[src/hw/rtl/lmeh_pkg.sv]
package lmeh_pkg;

   // histogram geometry
   localparam int X_SIZE      = 16;
   localparam int Y_SIZE      = 16;
   localparam int CHANNELS    = 1024;
   localparam int COUNT_WIDTH = 32;
   localparam int HALF_CH     = CHANNELS / 2;
   localparam int BIN_TOTAL   = X_SIZE * Y_SIZE * CHANNELS;
   localparam int ADDR_W      = $clog2(BIN_TOTAL);
   localparam int CH_W        = $clog2(CHANNELS);
   localparam int CHK_W       = 17;
   localparam int OUT_W       = 32;

   // item modes
   localparam logic [1:0] MODE_COUNT = 2'd0;
   localparam logic [1:0] MODE_READ  = 2'd1;
   localparam logic [1:0] MODE_CLEAR = 2'd2;

   // result status codes
   localparam logic [2:0] STAT_COUNTED  = 3'd0;
   localparam logic [2:0] STAT_BAD_CH   = 3'd1;
   localparam logic [2:0] STAT_ZERO     = 3'd2;
   localparam logic [2:0] STAT_STOP_NOW = 3'd3;
   localparam logic [2:0] STAT_IGNORED  = 3'd4;
   localparam logic [2:0] STAT_READ     = 3'd5;
   localparam logic [2:0] STAT_CLEARED  = 3'd6;

   // controller to datapath commands
   typedef struct packed {
      logic load_item;
      logic lookup;
      logic update;
      logic load_rsp;
      logic sweep;
   } ctrl_cmd_type;

   // datapath to controller status
   typedef struct packed {
      logic is_clear;
      logic sweep_last;
   } dp_status_type;

endpackage

[src/hw/rtl/lmeh_ctrl.sv]
module lmeh_ctrl (
   input  logic                    clock,
   input  logic                    reset,
   input  logic                    req_valid,
   output logic                    req_stall,
   output logic                    rsp_valid,
   input  logic                    rsp_stall,
   output lmeh_pkg::ctrl_cmd_type  cmd,
   input  lmeh_pkg::dp_status_type stat
);

   localparam logic [2:0] S_SWEEP  = 3'd0;
   localparam logic [2:0] S_IDLE   = 3'd1;
   localparam logic [2:0] S_LOOKUP = 3'd2;
   localparam logic [2:0] S_UPDATE = 3'd3;
   localparam logic [2:0] S_DONE   = 3'd4;

   logic [2:0] state_ff, state_in;
   logic       rsp_valid_ff, rsp_valid_in;
   logic       out_free;

   assign out_free  = !rsp_valid_ff || !rsp_stall;
   assign req_stall = state_ff != S_IDLE;
   assign rsp_valid = rsp_valid_ff;

   // sequencer
   always_comb begin
      state_in = state_ff;
      cmd      = '0;
      unique case (state_ff)
         S_SWEEP: begin
            cmd.sweep = 1'b1;
            if (stat.sweep_last) begin
               state_in = S_IDLE;
            end
         end
         S_IDLE: begin
            if (req_valid) begin
               cmd.load_item = 1'b1;
               state_in      = S_LOOKUP;
            end
         end
         S_LOOKUP: begin
            cmd.lookup = 1'b1;
            state_in   = S_UPDATE;
         end
         S_UPDATE: begin
            cmd.update = 1'b1;
            state_in   = S_DONE;
         end
         S_DONE: begin
            if (out_free) begin
               cmd.load_rsp = 1'b1;
               state_in     = stat.is_clear ? S_SWEEP : S_IDLE;
            end
         end
         default: begin
            state_in = S_SWEEP;
         end
      endcase
   end

   // output valid: set on load, dropped once taken
   always_comb begin
      rsp_valid_in = rsp_valid_ff;
      if (cmd.load_rsp) begin
         rsp_valid_in = 1'b1;
      end else if (rsp_valid_ff && !rsp_stall) begin
         rsp_valid_in = 1'b0;
      end
   end

   always_ff @(posedge clock) begin
      if (reset) begin
         state_ff     <= S_SWEEP;
         rsp_valid_ff <= 1'b0;
      end else begin
         state_ff     <= state_in;
         rsp_valid_ff <= rsp_valid_in;
      end
   end

endmodule

[config.mk]
export PLATFORM = sky130hd
export DESIGN_NAME = lmeh_ctrl
export DESIGN_NICKNAME = d
export VERILOG_FILES = /design/src/hw/rtl/lmeh_pkg.sv /design/src/hw/rtl/lmeh_ctrl.sv
export SDC_FILE = /design/constraint.sdc
export NUM_CORES = 1
export LEC_CHECK = 0
export BUFFER_PORTS_ARGS = -buffer_cell sky130_fd_sc_hd__buf_2
export CORE_AREA = 2 2 39 41
export DETAILED_ROUTE_END_ITERATION = 6
export DIE_AREA = 0 0 41 43
export GPL_TIMING_DRIVEN = 0
export PLACE_DENSITY = 0.44
export SLEW_MARGIN = 10
export SYNTH_ARGS = -nofsm -noshare
export SYNTH_HDL_FRONTEND = slang
export SYNTH_SLANG_ARGS = --single-unit
[constraint.sdc]
create_clock -name clock -period 1.3 [get_ports clock]
set_input_delay 0.13 -clock clock [delete_from_list [all_inputs] [get_ports clock]]
set_output_delay 0.13 -clock clock [all_outputs]
set_load 0.005 [all_outputs]
Word-level counts from Yosys, hierarchy flattened --
Index checks and enable logic that the tools add are counted.
Cells by class: eq/ne operators 8, reductions and logical operators 7, muxes and demuxes 14
Operator list (number):
- one-hot mux 3 bit (5 select lines) | 1
- 2-to-1 mux 1 bit | 10
- 2-to-1 mux 3 bit | 3
- == test 3 x 2 -> 1 bit, second input constant | 2
- inequality test 2 bit, second input constant | 3
- == test 3 x 1 -> 1 bit, second input constant | 1
- == test 3 bit, second input constant | 1
- zero test 3 bit | 1
- inequality test 3 x 1 -> 1 bit, second input constant | 1
- AND reduction 3 bit | 1
- zero test 1 bit | 2
- nonzero test 2 bit | 1
- logical AND 1 bit | 1
- logical OR 1 bit | 1
Word-level totals: logic and storage cells 31, input port bits 6, flip-flop bits (word level) 4, output and inout port bits 7

Logic depth before layout (Yosys ltp) --
depth after elaboration 5, mapped depth 5, gate-level depth less buffers 3

Worst setup path after synthesis --
Ideal clock, no wire load.
path type register to output, from register state_ff[1], to output port cmd[1] in the netlist's numbering, arrival 0.837 ns, path buffers 2, cell stages (with the launch flop) 6, data required time 1.170 ns, setup slack 0.333 ns, cell sequence dfxtp_1 > buf_4 > nor2_1 > nand2_1 > a21oi_1 > buf_4
RTL lines:
- start, declared | RTL line lmeh_ctrl.sv:18 | logic [2:0] state_ff, state_in;
- start signal, assigned | RTL line lmeh_ctrl.sv:78 | state_ff <= state_in;
- end, declared | RTL line lmeh_ctrl.sv:8 | output lmeh_pkg::ctrl_cmd_type cmd,

==> flow_summary.json <==
{
  "status": "completed",
  "area_growth_syn_to_layout_pct": 44.4,
  "synth_seq_area_share_pct": 32.3,
  "total_power_uw": 369,
  "cap_violations": 0,
  "io_pins": 13,
  "worstMarginPinSlew_ns": 0.195,
  "track_usage_pct": 6.83,
  "post_drt_wl_per_cell_um": 8.73,
  "antenna_found_initial": 0,
  "tns_ns": 0,
  "final_max_slew_viol_count": 0,
  "fin_ws_ns": 0.0556,
  "antenna_cells": 0,
  "dieArea_um2": 1760,
  "worstPathMaxFanout": 9,
  "vdd_drop_max_uv": 560,
  "clk_path_buf_depth": 2,
  "avgViaCountPerCell": 4.15,
  "startpoint_type": "flop",
  "period_share_pct": 95.7,
  "path_class": "reg -> out",
  "cts_hold_buf": 0,
  "grt_pass1_wl_um": 786,
  "max_freq_mhz": 804,
  "p_sw_share_pct": 25.5,
  "hold_slack_ns": 0.121,
  "avgSynthCellArea_um2": 8.54,
  "cts.sinks": 4,
  "layout.nets": 51,
  "grt-ovfl-total": 0,
  "totalWireLength_um": 515,
  "slew_headroom_pct": 87.0,
  "stdcell_count": 59,
  "period_needed_ns": 1.24,
  "p_int_uw": 275,
  "comb_power_share_pct": 21.2,
  "grt_max_degree": 10,
  "arrival_ns": 1.11,
  "ant_nets": 0,
  "cpPeakStageDelay_ns": 0.30,
  "synth_seq_cells": 4,
  "layout-drive-gt1-share_pct": 55.8,
  "die_h_um": 43,
  "post-route-util_pct": 25.9,
  "syn-cell-area_um2": 248,
  "p_sw_uw": 93.9,
  "slowest_stage": "dfxtp_1",
  "grt_pass1_vias": 196,
  "hold_viol": 0,
  "vias": 245,
  "crit_path_end_kind": "output port",
  "power_density_nw_per_um2": 1030,
  "initial_utilization_pct": 17.9,
  "core_area_um2": 1380,
  "clockPowerShare_pct": 41.2,
  "io_buffers": 12,
  "rows": 14,
  "clkTransAtPathRegs_ns": 0.04,
  "fin_skew_ns": 0.00266,
  "dp_slack_ns": 0.179,
  "setup_viol": 0,
  "htree_levels": 1,
  "grt_setup_unrepaired": "no",
  "crit_required_ns": 1.17,
  "clock_latency_ns": 0.23,
  "placed_area_um2": 328,
  "cts.root.buffer_cell": "clkbuf_4",
  "die_w_um": 41,
  "ys_types": 16,
  "dr.pass1.iters": 2,
  "cts_buffers": 3,
  "yosys_warnings": 0,
  "synth_fp_nets": 35,
  "seqPwrFrac_pct": 37.6,
  "drc": 0,
  "cts_setup_buffers": 0,
  "gp_congestion": 0.638,
  "fin_area_um2": 358,
  "post-dp-hpwl_um": 408,
  "hold_class": "in -> reg",
  "p_leak_nw": 0.166,
  "cts_tree": "done",
  "synth_cells": 29,
  "dr.first_iter.drc_count": 2,
  "dp_cells": 57,
  "path_cells": "buf_6 > nor2_4 > nand2_2 > a21oi_2 > buf_4 > buf_2"
}
final timing paths:
path	from	to	slack, ns	cells after the start
worst max-delay path	state_ff[0]$_SDFFE_PP0P_	cmd[1]	0.06	6
worst min-delay path	reset	state_ff[1]$_SDFFE_PP0P_	0.12	2
worst max register to register	state_ff[0]$_SDFFE_PP0P_	state_ff[0]$_SDFFE_PP0P_	0.33	3
worst min register to register	rsp_valid$_SDFFE_PP0P_	rsp_valid$_SDFFE_PP0P_	0.52	2
placed cells by master, fill, tap and decap left out, drive strengths merged:
master and n:
dfxtp 4, nand2 4, and3b 1, buf 15
o32ai 1, a41oi 1, nor2 4, or3 1
nor3 3, and3 1, mux2 1, clkbuf 3
nor3b 1, a21boi 1, a21oi 2
cells in the mapped netlist:
master / instances / share of area [%]
nor3_1: 1 / 2.0
a41oi_1: 1 / 3.5
buf_6: 2 / 9.1
nor3b_1: 1 / 3.0
a21boi_0: 1 / 3.0
buf_4: 2 / 6.1
and3_1: 1 / 2.5
or3_1: 1 / 2.5
dfxtp_1: 4 / 32
and3b_1: 1 / 3.5
a21oi_1: 2 / 4.0
o32ai_1: 1 / 3.5
nor2_1: 4 / 6.1
nor3_2: 2 / 8.1
mux2_1: 1 / 4.5
nand2_1: 4 / 6.1
cell families after synthesis:
| kind of cell | synth area share (%) |
|---|---|
| buf+inv | 15.1 |
| mux | 4.55 |
| flops | 32.3 |
| simple gates | 33.8 |
| compound gates | 14.1 |
routing by layer:
metal | vias up | track usage, % | share of wire [%]
li1 | 132 | - | -
met1 | 102 | 8.71 | 47
met2 | 11 | 7.81 | 40
met3 | 0 | 6.81 | 13
met4 | 0 | 2.00 | 0
met5 | - | 0 | 0
flip-flops by register name, indices dropped and copies added, names as in the netlist:
name	cells
rsp_valid	1
state_ff	3
timing repair:
item	4_1_cts	5_1_grt
gates cloned	0	0
resized for setup	3	2
endpoints found under the setup margin	1	1
layout make-up:
cell class	instances	area, µm²
Fill cell	154	1030
Buffer	3	30.0
Timing Repair Buffer	12	60.1
Clock buffer	3	22.5
Multi-Input combinational cell	21	144
Tap cell	16	20.0
Sequential cell	4	81.3
power groups by stage:
stage	logic, mW	clock network (mW)	registers [mW]
after floorplan	0.0499	0	0.134
after global placement	0.0816	0	0.134
after detailed placement	0.0807	0	0.135
after CTS	0.0776	0.158	0.139
after global routing	0.0881	0.166	0.140
final	0.0783	0.152	0.139
critical path: cells and delay by family, from the launching register on:
kind                   cells  cell delay (ns)
buffers and inverters      3             0.33
DFF                        1             0.30
and+or+nand+nor            2             0.16
AOI/OAI and AO/OA          1             0.10
Power figures use the tool's default switching activity.
